### config.mk
export PLATFORM = sky130hd
export DESIGN_NAME = chunked_transfer_decoder_top
export DESIGN_NICKNAME = d
export VERILOG_FILES = /design/src/sv/ctd_pkg.sv /design/src/sv/ctd_out_reg.sv /design/src/sv/chunked_transfer_decoder_top.sv
export SDC_FILE = /design/constraint.sdc
export NUM_CORES = 1
export LEC_CHECK = 0
export ABC_AREA = 1
export BUFFER_PORTS_ARGS = -buffer_cell sky130_fd_sc_hd__buf_4
export CAP_MARGIN = 20
export CELL_PAD_IN_SITES_DETAIL_PLACEMENT = 0
export CELL_PAD_IN_SITES_GLOBAL_PLACEMENT = 1
export CORE_MARGIN = 4
export CORE_UTILIZATION = 39
export CTS_CLUSTER_DIAMETER = 120
export DETAILED_ROUTE_END_ITERATION = 16
export PLACE_DENSITY_LB_ADDON = 0.1
export SLEW_MARGIN = 30
export SYNTH_ARGS = -nofsm -noshare
export SYNTH_HDL_FRONTEND = slang
export SYNTH_SLANG_ARGS = --single-unit
### constraint.sdc
create_clock -name aclk -period 2.1 [get_ports aclk]
set_clock_uncertainty 0.15 [all_clocks]
set_input_delay 0.63 -clock aclk [delete_from_list [all_inputs] [get_ports aclk]]
set_output_delay 0.63 -clock aclk [all_outputs]
set_load 0.005 [all_outputs]
### src/sv/ctd_pkg.sv
// ----------------------------------------------------------------------------
// ctd_pkg: shared types and constants of the chunked transfer decoder
// Phase codes, status codes, the result record and character classifiers.
// ----------------------------------------------------------------------------
package ctd_pkg;

    localparam int unsigned CFG_W = 24;

    localparam logic [CFG_W-1:0] MAX_CHUNK_RESET = 24'd4096;

    localparam logic [2:0] ST_NONE    = 3'd0;
    localparam logic [2:0] ST_DONE    = 3'd1;
    localparam logic [2:0] ST_SYNTAX  = 3'd2;
    localparam logic [2:0] ST_TOOLONG = 3'd3;
    localparam logic [2:0] ST_TRUNC   = 3'd4;

    localparam logic [1:0] PH_SIZE = 2'd0;
    localparam logic [1:0] PH_DATA = 2'd1;
    localparam logic [1:0] PH_TAIL = 2'd2;
    localparam logic [1:0] PH_IDLE = 2'd3;

    localparam logic [7:0] CH_LF   = 8'h0A;
    localparam logic [7:0] CH_CR   = 8'h0D;
    localparam logic [7:0] CH_TAB  = 8'h09;
    localparam logic [7:0] CH_VT   = 8'h0B;
    localparam logic [7:0] CH_FF   = 8'h0C;
    localparam logic [7:0] CH_SP   = 8'h20;

    typedef struct packed {
        logic [7:0] out_byte;
        logic       is_data;
        logic [2:0] status;
    } result_t;

    // Bit 4 flags a hex digit, bits 3:0 carry its value.
    function automatic logic [4:0] hex_digit(input logic [7:0] c);
        logic [4:0] r;
        r = 5'd0;
        if (c >= 8'h30 && c <= 8'h39) begin
            r = {1'b1, 4'(c - 8'h30)};
        end else if (c >= 8'h61 && c <= 8'h66) begin
            r = {1'b1, 4'(c - 8'h57)};
        end else if (c >= 8'h41 && c <= 8'h46) begin
            r = {1'b1, 4'(c - 8'h37)};
        end
        return r;
    endfunction

    function automatic logic is_blank(input logic [7:0] c);
        return (c == CH_SP) || (c == CH_TAB) || (c == CH_VT) ||
               (c == CH_FF) || (c == CH_CR);
    endfunction

endpackage

### src/sv/ctd_out_reg.sv
// ----------------------------------------------------------------------------
// ctd_out_reg: result register of the chunked transfer decoder
// Holds one result transfer and frees itself in the cycle it is taken.
// ----------------------------------------------------------------------------
module ctd_out_reg (
    input  logic             aclk,
    input  logic             aresetn,
    input  logic             load,
    input  ctd_pkg::result_t load_data,
    output logic             free,
    output logic             m_valid,
    input  logic             m_ready,
    output ctd_pkg::result_t m_data
);
    import ctd_pkg::*;

    logic    valid_reg;
    result_t data_reg;

    assign free    = !valid_reg || m_ready;
    assign m_valid = valid_reg;
    assign m_data  = data_reg;

    always_ff @(posedge aclk) begin
        if (!aresetn) begin
            valid_reg <= 1'b0;
        end else if (free) begin
            valid_reg <= load;
        end
    end

    always_ff @(posedge aclk) begin
        if (free && load) begin
            data_reg <= load_data;
        end
    end

endmodule

### src/sv/chunked_transfer_decoder_top.sv
// ----------------------------------------------------------------------------
// chunked_transfer_decoder_top: HTTP chunked body decoder
// Takes one raw byte of a chunked body per transfer and passes the payload
// bytes on, one per result transfer, followed by a single status transfer
// (body complete, invalid syntax, chunk too long or truncated input), after
// which every further input transfer is taken and dropped until reset. The
// decoder sustains one input byte per clock: each byte updates the parse
// state in one registered step, and the result register lets a new byte in
// while the previous result is still being taken, so s_ready only drops when
// the result register is full and m_ready is low. cfg_we writes the maximum
// chunk size; it should only change while the decoder is idle.
// ----------------------------------------------------------------------------
module chunked_transfer_decoder_top #(
    parameter int unsigned SIZE_BITS = 24
) (
    input  logic                      aclk,
    input  logic                      aresetn,
    input  logic                      cfg_we,
    input  logic [ctd_pkg::CFG_W-1:0] cfg_wdata,
    input  logic                      s_valid,
    output logic                      s_ready,
    input  logic [7:0]                s_in_byte,
    input  logic                      s_in_end,
    output logic                      m_valid,
    input  logic                      m_ready,
    output logic [7:0]                m_out_byte,
    output logic                      m_is_data,
    output logic [2:0]                m_status
);
    import ctd_pkg::*;

    localparam int unsigned ACC_W = SIZE_BITS + 1;
    localparam int unsigned MUL_W = SIZE_BITS + 5;
    localparam int unsigned CMP_W = (ACC_W > CFG_W) ? ACC_W : CFG_W;
    localparam logic [MUL_W-1:0] CAP = MUL_W'(1) << SIZE_BITS;

    logic [CFG_W-1:0]     max_reg;
    logic [1:0]           phase_reg, phase_next;
    logic [ACC_W-1:0]     acc_reg, acc_next;
    logic [SIZE_BITS-1:0] rem_reg, rem_next;
    logic                 seen_reg, seen_next;
    logic                 closed_reg, closed_next;
    logic                 nonempty_reg, nonempty_next;
    logic                 cr_reg, cr_next;

    logic       accept;
    logic       emit;
    result_t    res;
    result_t    m_data;
    logic [4:0] hex;
    logic [MUL_W-1:0] acc_mul;
    logic       too_long;

    assign accept = s_valid && s_ready;
    assign hex    = hex_digit(s_in_byte);
    assign acc_mul = {acc_reg, 4'b0000} + MUL_W'(hex[3:0]);
    assign too_long = acc_reg[SIZE_BITS] ||
                      (CMP_W'(acc_reg) > CMP_W'(max_reg));

    always_ff @(posedge aclk) begin
        if (!aresetn) begin
            max_reg <= MAX_CHUNK_RESET;
        end else if (cfg_we) begin
            max_reg <= cfg_wdata;
        end
    end

    always_comb begin
        phase_next    = phase_reg;
        acc_next      = acc_reg;
        rem_next      = rem_reg;
        seen_next     = seen_reg;
        closed_next   = closed_reg;
        nonempty_next = nonempty_reg;
        cr_next       = cr_reg;
        emit          = 1'b0;
        res           = '0;
        if (accept && phase_reg != PH_IDLE) begin
            if (s_in_end) begin
                emit       = 1'b1;
                res.status = ST_TRUNC;
                phase_next = PH_IDLE;
            end else begin
                unique case (phase_reg)
                    PH_SIZE: begin
                        if (s_in_byte == CH_LF) begin
                            if (!seen_reg) begin
                                emit       = 1'b1;
                                res.status = ST_SYNTAX;
                                phase_next = PH_IDLE;
                            end else if (too_long) begin
                                emit       = 1'b1;
                                res.status = ST_TOOLONG;
                                phase_next = PH_IDLE;
                            end else begin
                                rem_next      = acc_reg[SIZE_BITS-1:0];
                                seen_next     = 1'b0;
                                closed_next   = 1'b0;
                                nonempty_next = 1'b0;
                                cr_next       = 1'b0;
                                phase_next    = (acc_reg == '0) ? PH_TAIL : PH_DATA;
                            end
                        end else if (!closed_reg) begin
                            if (hex[4]) begin
                                // The accumulator sticks one above the largest size.
                                acc_next  = (acc_mul > CAP) ? ACC_W'(CAP)
                                                            : acc_mul[ACC_W-1:0];
                                seen_next = 1'b1;
                            end else if (!(is_blank(s_in_byte) && !seen_reg)) begin
                                closed_next = 1'b1;
                            end
                        end
                    end
                    PH_DATA: begin
                        emit         = 1'b1;
                        res.out_byte = s_in_byte;
                        res.is_data  = 1'b1;
                        res.status   = ST_NONE;
                        rem_next     = rem_reg - SIZE_BITS'(1);
                        if (rem_reg == SIZE_BITS'(1)) begin
                            seen_next     = 1'b0;
                            closed_next   = 1'b0;
                            nonempty_next = 1'b0;
                            cr_next       = 1'b0;
                            phase_next    = PH_TAIL;
                        end
                    end
                    PH_TAIL: begin
                        if (s_in_byte == CH_LF) begin
                            if (nonempty_reg) begin
                                emit       = 1'b1;
                                res.status = ST_SYNTAX;
                                phase_next = PH_IDLE;
                            end else if (acc_reg == '0) begin
                                emit       = 1'b1;
                                res.status = ST_DONE;
                                phase_next = PH_IDLE;
                            end else begin
                                acc_next      = '0;
                                rem_next      = '0;
                                seen_next     = 1'b0;
                                closed_next   = 1'b0;
                                nonempty_next = 1'b0;
                                cr_next       = 1'b0;
                                phase_next    = PH_SIZE;
                            end
                        end else begin
                            // Only a single CR right before the LF is tolerated.
                            if (s_in_byte == CH_CR) begin
                                cr_next = 1'b1;
                                if (cr_reg) begin
                                    nonempty_next = 1'b1;
                                end
                            end else begin
                                cr_next       = 1'b0;
                                nonempty_next = 1'b1;
                            end
                        end
                    end
                    default: begin
                    end
                endcase
            end
        end
    end

    always_ff @(posedge aclk) begin
        if (!aresetn) begin
            phase_reg    <= PH_SIZE;
            acc_reg      <= '0;
            rem_reg      <= '0;
            seen_reg     <= 1'b0;
            closed_reg   <= 1'b0;
            nonempty_reg <= 1'b0;
            cr_reg       <= 1'b0;
        end else begin
            phase_reg    <= phase_next;
            acc_reg      <= acc_next;
            rem_reg      <= rem_next;
            seen_reg     <= seen_next;
            closed_reg   <= closed_next;
            nonempty_reg <= nonempty_next;
            cr_reg       <= cr_next;
        end
    end

    ctd_out_reg u_out (
        .aclk      (aclk),
        .aresetn   (aresetn),
        .load      (emit),
        .load_data (res),
        .free      (s_ready),
        .m_valid   (m_valid),
        .m_ready   (m_ready),
        .m_data    (m_data)
    );

    assign m_out_byte = m_data.out_byte;
    assign m_is_data  = m_data.is_data;
    assign m_status   = m_data.status;

    a_data_nonzero: assert property (@(posedge aclk) disable iff (!aresetn)
        phase_reg == PH_DATA |-> rem_reg != '0)
        else $error("data phase entered with no bytes left");

    a_idle_sticky: assert property (@(posedge aclk) disable iff (!aresetn)
        phase_reg == PH_IDLE |=> phase_reg == PH_IDLE)
        else $error("decoder left idle without reset");

    a_status_kind: assert property (@(posedge aclk) disable iff (!aresetn)
        m_valid |-> (m_is_data == (m_status == ST_NONE)))
        else $error("status code does not match transfer kind");

    a_acc_bound: assert property (@(posedge aclk) disable iff (!aresetn)
        acc_reg[SIZE_BITS] |-> acc_reg[SIZE_BITS-1:0] == '0)
        else $error("size accumulator beyond saturation value");

endmodule
==> results.sh, run 1 <==
export IMPL_netlist_area_um2=5690
export IMPL_clkSinkCount=92
export IMPL_async_flop_share=0
export IMPL_syn_to_final_growth_pct=60.6
export IMPL_drc=0
export IMPL_ioPinCount=52
export IMPL_rsz0062_at_grt="yes"
export IMPL_synth_top_area_frac=0.282
export IMPL_tightest_slew_ps=537
export IMPL_leakagePower_nw=4.16
export IMPL_start_util=0.403
export IMPL_synth_area_leader_cell="dfxtp_1"
export IMPL_numPortBuffers=51
export IMPL_p_per_area_nw_per_um2=551
export IMPL_ys_ff_latch=92
export IMPL_place_inst=1219
export IMPL_antenna_left=0
export IMPL_hpwl_um=12600
export IMPL_fmax_ghz=0.432
export IMPL_layout_drive_gt1_share=0.447
export IMPL_ys_types=39
export IMPL_hp_class="reg2reg"
export IMPL_seq_area_um2=2010
export IMPL_max_slew_margin=0.642
export IMPL_period_share=1.10
export IMPL_cts_tree="yes"
export IMPL_synthesis_nets=944
export IMPL_clkTransAtPathRegs_ps=60
export IMPL_cp_data_required_time_ps=2240
export IMPL_grt_pass1_wl_um=30500
export IMPL_dr_pass1_iters=5
export IMPL_crit_arrival_ps=2450
export IMPL_synth_warnings=0
export IMPL_tritoncts_num_buffers=9
export IMPL_outcome="finished with violations"
export IMPL_antennaDiodeCount=0
export IMPL_drv_slew=0
export IMPL_grt_max_degree=31
export IMPL_clock_latency_ps=350
export IMPL_violations="negative setup slack"
export IMPL_synth_area_per_cell_um2=6.53
export IMPL_largest_reg_flops=25
export IMPL_synth_common_cells="nand2_1, nor2_1, inv_1, dfxtp_1, a21oi_1"
export IMPL_antenna_found_initial=0
export IMPL_viasPerCell=5.03
export IMPL_post_route_min_period_ps=2310
export IMPL_max_cap_violations=0
export IMPL_track_usage=0.228
export IMPL_stdcell_count=1271
export IMPL_htree_levels=3
export IMPL_synth_most_common_cell="nand2_1"
export IMPL_die_y_um=129
export IMPL_hold_violations=0
export IMPL_place_ws_ps=-304
export IMPL_path_class="reg2reg"
export IMPL_dr_first_iter_drc_count=267
export IMPL_worstPathMaxFanout=6
export IMPL_rows=43
export IMPL_synthCells=871
export IMPL_critPathLaunch="max_reg[16]$_SDFFE_PN0P_"
export IMPL_grt_pass1_vias=6404
export IMPL_num_vias=6395
export IMPL_coreArea_um2=14100
export IMPL_whs_ps=331
export IMPL_ir_worst_vdd_uv=491
export IMPL_wirelength_um=19100
export IMPL_timing_rr_start="max_reg[16]$_SDFFE_PN0P_"
export IMPL_worst_slack_ps=-213
export IMPL_avgRoutedWirePerCell_um=15.0
export IMPL_overflow=0
export IMPL_fillCellCount=1201
export IMPL_die_width_um=129
export IMPL_layout_nets=1159
export IMPL_hold_start="max_reg[9]$_SDFFE_PN0P_"
export IMPL_endpoint_kind="flip-flop"
export IMPL_synth_area_leaders="dfxtp_1, nand2_1, nor2_1, inv_1, ha_1"
export IMPL_ys_flop_type="dfxtp_1"
export IMPL_multi_input_area_um2=4090
export IMPL_setup_viol=68
export IMPL_cts_hold_buf=0
export IMPL_cts_root_buf="clkbuf_16"
export IMPL_start_kind="flip-flop"
export IMPL_synth_edf_count=12
export IMPL_die_area_um2=16600
export IMPL_cts_buffer_depth=2
export IMPL_ys_seq_area_frac=0.345
export IMPL_gp_congestion=0.910
-- final timing paths --
check | to | slack (ps) | cells after the start
worst max-delay path | rem_reg[6]$_SDFFE_PN0P_ | -210 | 15
worst min-delay path | max_reg[9]$_SDFFE_PN0P_ | 330 | 2
worst max register to register | rem_reg[6]$_SDFFE_PN0P_ | -210 | 15
worst min register to register | max_reg[9]$_SDFFE_PN0P_ | 330 | 2
-- area by class of cell --
cell class	instances	share of cell area
Multi-Input combinational cell	623	0.448
Timing Repair Buffer	231	0.223
Sequential cell	92	0.220
Inverter	129	0.0544
Clock buffer	15	0.0304
Tap cell	180	0.0247
Clock inverter	1	0.000548
-- power breakdown --
| group | internal [mW] | switching (mW) | total, mW | leakage (nW) |
|---|---|---|---|---|
| clock network | 0.901 | 0.689 | 1.59 | 0.140 |
| logic | 0.664 | 0.863 | 1.53 | 3.24 |
| registers | 1.87 | 0.0476 | 1.92 | 0.782 |
-- through the flow --
| stage | util | instance area [µm²] | setup TNS (ps) | total power [mW] |
|---|---|---|---|---|
| floorplan | - | 5790 | -474 | 2.66 |
| global placement | 0.524 | 7390 | -14170 | 3.17 |
| detailed placement | 0.524 | 7390 | -17390 | 3.19 |
| CTS | 0.603 | 8500 | -5120 | 4.98 |
| global route | 0.648 | 9130 | -16170 | 5.31 |
| finish | 0.648 | 9130 | -8560 | 5.03 |
-- layer usage --
layer,share of wire,track usage,vias to the layer above
met5,0,0,-
met4,0.021,0.0760,0
met3,0.034,0.0411,38
met2,0.51,0.398,117
met1,0.44,0.283,2999
li1,-,-,3241
-- cell families after synthesis --
kind of cell    synth area share
compound gates             0.143
xor+xnor                 0.00462
fa+ha+maj                 0.0770
buf+inv                    0.108
flops                      0.345
simple gates               0.322
-- placed cells by master, fill, tap and decap left out, drive strengths merged --
| cell type | Yosys | final |
|---|---|---|
| a211oi | 1 | 1 |
| a21o | 2 | 2 |
| a21oi | 74 | 74 |
| a31oi | 1 | 1 |
| buf | 11 | 229 |
| clkbuf | 16 | 17 |
| clkinv | 1 | 2 |
| dfxtp | 80 | 80 |
| edfxtp | 12 | 12 |
| ha | 35 | 35 |
| inv | 128 | 128 |
| nand2 | 201 | 201 |
| nand3 | 38 | 38 |
| nand3b | 2 | 2 |
| nand4 | 22 | 22 |
| nor2 | 154 | 154 |
| nor3 | 13 | 13 |
| nor4 | 1 | 1 |
| o2111ai | 1 | 1 |
| o211ai | 1 | 1 |
| o21ai | 60 | 60 |
| o21bai | 1 | 1 |
| o22ai | 11 | 11 |
| o32ai | 1 | 1 |
| or2 | 1 | 1 |
| xor2 | 3 | 3 |
-- worst max-delay path, cell delays in order, from the launching register on --
cell and delay (ps):
dfxtp_2 320, inv_2 40, ha_4 280, buf_6 80, nand4_1 100, nor3_2 210, nand4_1 180, nand2_4 160
inv_4 50, nand2_4 80, nand3_4 110, buf_6 170, buf_12 140, nand2_4 50, nand2_2 40, nor2_2 90
-- timing repair --
item	CTS	global route
pin swaps	26	72
buffers inserted	27	12
gates cloned	8	2
gates resized for setup	124	178
endpoints found under the setup margin	70	70
No activity file was read; power rests on OpenSTA's default activity.
==> inputs of run 2 (changes only) <==
- BUFFER_PORTS_ARGS: -buffer_cell sky130_fd_sc_hd__buf_4 -> not set
- CAP_MARGIN: 20 -> 15
- CORE_UTILIZATION: 39 -> 41
- DONT_BUFFER_PORTS: not set -> 1
==> run 2 against run 1 <==
  * Cell count is 6.5% lower
  * Largest cell class unchanged
  * Combinational power is 12% lower
  * Setup slack worse by 47 ps
  * The flow still finishes with violations (negative setup slack)
  * Highest routed layer unchanged
  * Die area is 4.6% lower
==> results.sh, run 2 (same netlist as run 1, synthesis figures left out) <==
export IMPL_outcome="finished with violations"
export IMPL_violations="negative setup slack"
export IMPL_fmax_ghz=0.424
export IMPL_seq_area_um2=2000
export IMPL_ioPinCount=52
export IMPL_overflow=0
export IMPL_dr_first_iter_drc_count=358
export IMPL_rsz0062_at_grt="yes"
export IMPL_dr_pass1_iters=5
export IMPL_leakagePower_nw=3.77
export IMPL_largest_reg_flops=25
export IMPL_num_vias=6086
export IMPL_antenna_found_initial=0
export IMPL_drv_slew=0
export IMPL_layout_nets=1080
export IMPL_antenna_left=0
export IMPL_start_kind="flip-flop"
export IMPL_final_core_util=0.628
export IMPL_avgRoutedWirePerCell_um=15.5
export IMPL_critPathLaunch="max_reg[16]$_SDFFE_PN0P_"
export IMPL_path_class="reg2reg"
export IMPL_viasPerCell=5.12
export IMPL_reg2reg_depth=14
export IMPL_fillCellCount=1193
export IMPL_timing_rr_start="max_reg[16]$_SDFFE_PN0P_"
export IMPL_max_cap_violations=0
export IMPL_clock_latency_ps=360
export IMPL_die_y_um=126
export IMPL_crit_arrival_ps=2500
export IMPL_grt_pass1_wl_um=27600
export IMPL_rows=42
export IMPL_worstPathMaxFanout=8
export IMPL_tns_ps=-9710
export IMPL_gp_congestion=0.907
export IMPL_multi_input_area_um2=3940
export IMPL_p_per_area_nw_per_um2=606
export IMPL_final_common_cell="nand2_1"
export IMPL_clkSinkCount=92
export IMPL_ir_worst_vdd_uv=420
export IMPL_period_share=1.12
export IMPL_clkTransAtPathRegs_ps=70
export IMPL_track_usage=0.214
export IMPL_antennaDiodeCount=0
export IMPL_rrSetupSlack_ps=-260
export IMPL_endpoint_kind="flip-flop"
export IMPL_max_slew_margin=0.624
export IMPL_syn_to_final_growth_pct=47.9
export IMPL_tightest_slew_ps=564
export IMPL_post_route_min_period_ps=2360
export IMPL_cp_data_required_time_ps=2240
export IMPL_hpwl_um=12400
export IMPL_grt_max_degree=52
export IMPL_cts_root_buf="clkbuf_16"
export IMPL_cts_tree="yes"
export IMPL_start_util=0.424
export IMPL_die_width_um=126
export IMPL_coreArea_um2=13400
export IMPL_wirelength_um=18400
export IMPL_cts_buffer_depth=2
export IMPL_die_area_um2=15800
export IMPL_numPortBuffers=0
export IMPL_hp_class="in2reg"
export IMPL_regToRegEndpoint="rem_reg[11]$_SDFFE_PN0P_"
export IMPL_tritoncts_num_buffers=9
export IMPL_drc=0
export IMPL_setup_viol=64
export IMPL_worst_slack_ps=-260
export IMPL_grt_pass1_vias=5742
export IMPL_htree_levels=3
export IMPL_mostFrequentLayoutCells="nand2_1, buf_4, nor2_1"
export IMPL_cp_endpoint="rem_reg[11]$_SDFFE_PN0P_"
export IMPL_hold_violations=0
export IMPL_layout_drive_gt1_share=0.392
-- run 2: cell types whose count changed in the layout (fill, tap and decap cells not counted), moves of 5 or more --
cell / change
dfxtp_1: +5
dfxtp_2: -7
nand2_4: -18
buf_4: -73
nand2_2: +11
nor2_1: -7
buf_6: -7
nand2_1: +7
clkbuf_16: +5
-- run 2: what timing repair did --
item | in CTS | in global routing
setup buffers | 3 | 7
pin swaps | 11 | 49
gates resized for setup | 61 | 201
hold buffers | 0 | 0
cloned | 2 | 9
setup endpoints to repair | 69 | 70
-- run 2: through the flow --
stage | hold WS [ps] | setup slack (ps) | std cells | instance area (µm²) | power (mW)
after CTS | 220 | -165 | 1173 | 7530 | 4.95
after global routing | 236 | -321 | 1188 | 8410 | 5.35
after floorplan | 285 | -22.1 | 871 | 5790 | 2.66
final | 224 | -260 | 1188 | 8410 | 5.10
after global placement | 304 | -216 | 1152 | 6890 | 3.05
after detailed placement | 313 | -286 | 1152 | 6890 | 3.06
-- run 2: worst min path at each step --
| stage | start | endpoint | slack (ps) | cells past startpoint |
|---|---|---|---|---|
| floorplan | max_reg[6]$_SDFFE_PN0P_ | max_reg[6]$_SDFFE_PN0P_ | 290 | 2 |
| global placement | max_reg[10]$_SDFFE_PN0P_ | max_reg[10]$_SDFFE_PN0P_ | 300 | 2 |
| detailed placement | max_reg[11]$_SDFFE_PN0P_ | max_reg[11]$_SDFFE_PN0P_ | 310 | 2 |
| CTS | cfg_we | max_reg[12]$_SDFFE_PN1P_ | 220 | 1 |
| global route | cfg_we | max_reg[12]$_SDFFE_PN1P_ | 240 | 1 |
| finish | cfg_we | max_reg[12]$_SDFFE_PN1P_ | 220 | 1 |
-- run 2: per-layer routing --
metal,vias to the layer above,track usage,wire length (µm)
met5,-,0,0
met4,0,0.0814,419
met3,30,0.0288,672
met2,123,0.375,9310
met1,2853,0.267,8000
li1,3080,-,-
-- run 2: critical path: stages, from the launching register on --
cell       delay (ps)
dfxtp_2           320
inv_2              40
ha_4              270
buf_6              90
nand4_1           100
nor3_2            210
nand4_1           180
nand2_4           150
inv_4              50
nand2_4            80
nand3_4           190
clkbuf_16         250
nand2_4            50
nand2_2            40
nor2_1             90
-- run 2: power breakdown --
group	internal, mW	switching (mW)
clock	1.06	0.771
sequential	1.86	0.0505
combinational	0.553	0.800
-- run 2: layout make-up --
cell class	count	area share
clock inverters	6	0.0113
repair buffers	151	0.166
clock buffers	10	0.0272
well taps	176	0.0262
inverters	129	0.0611
multi-input cells	623	0.469
flip-flops and latches	92	0.238
repair inverters	1	0.000892
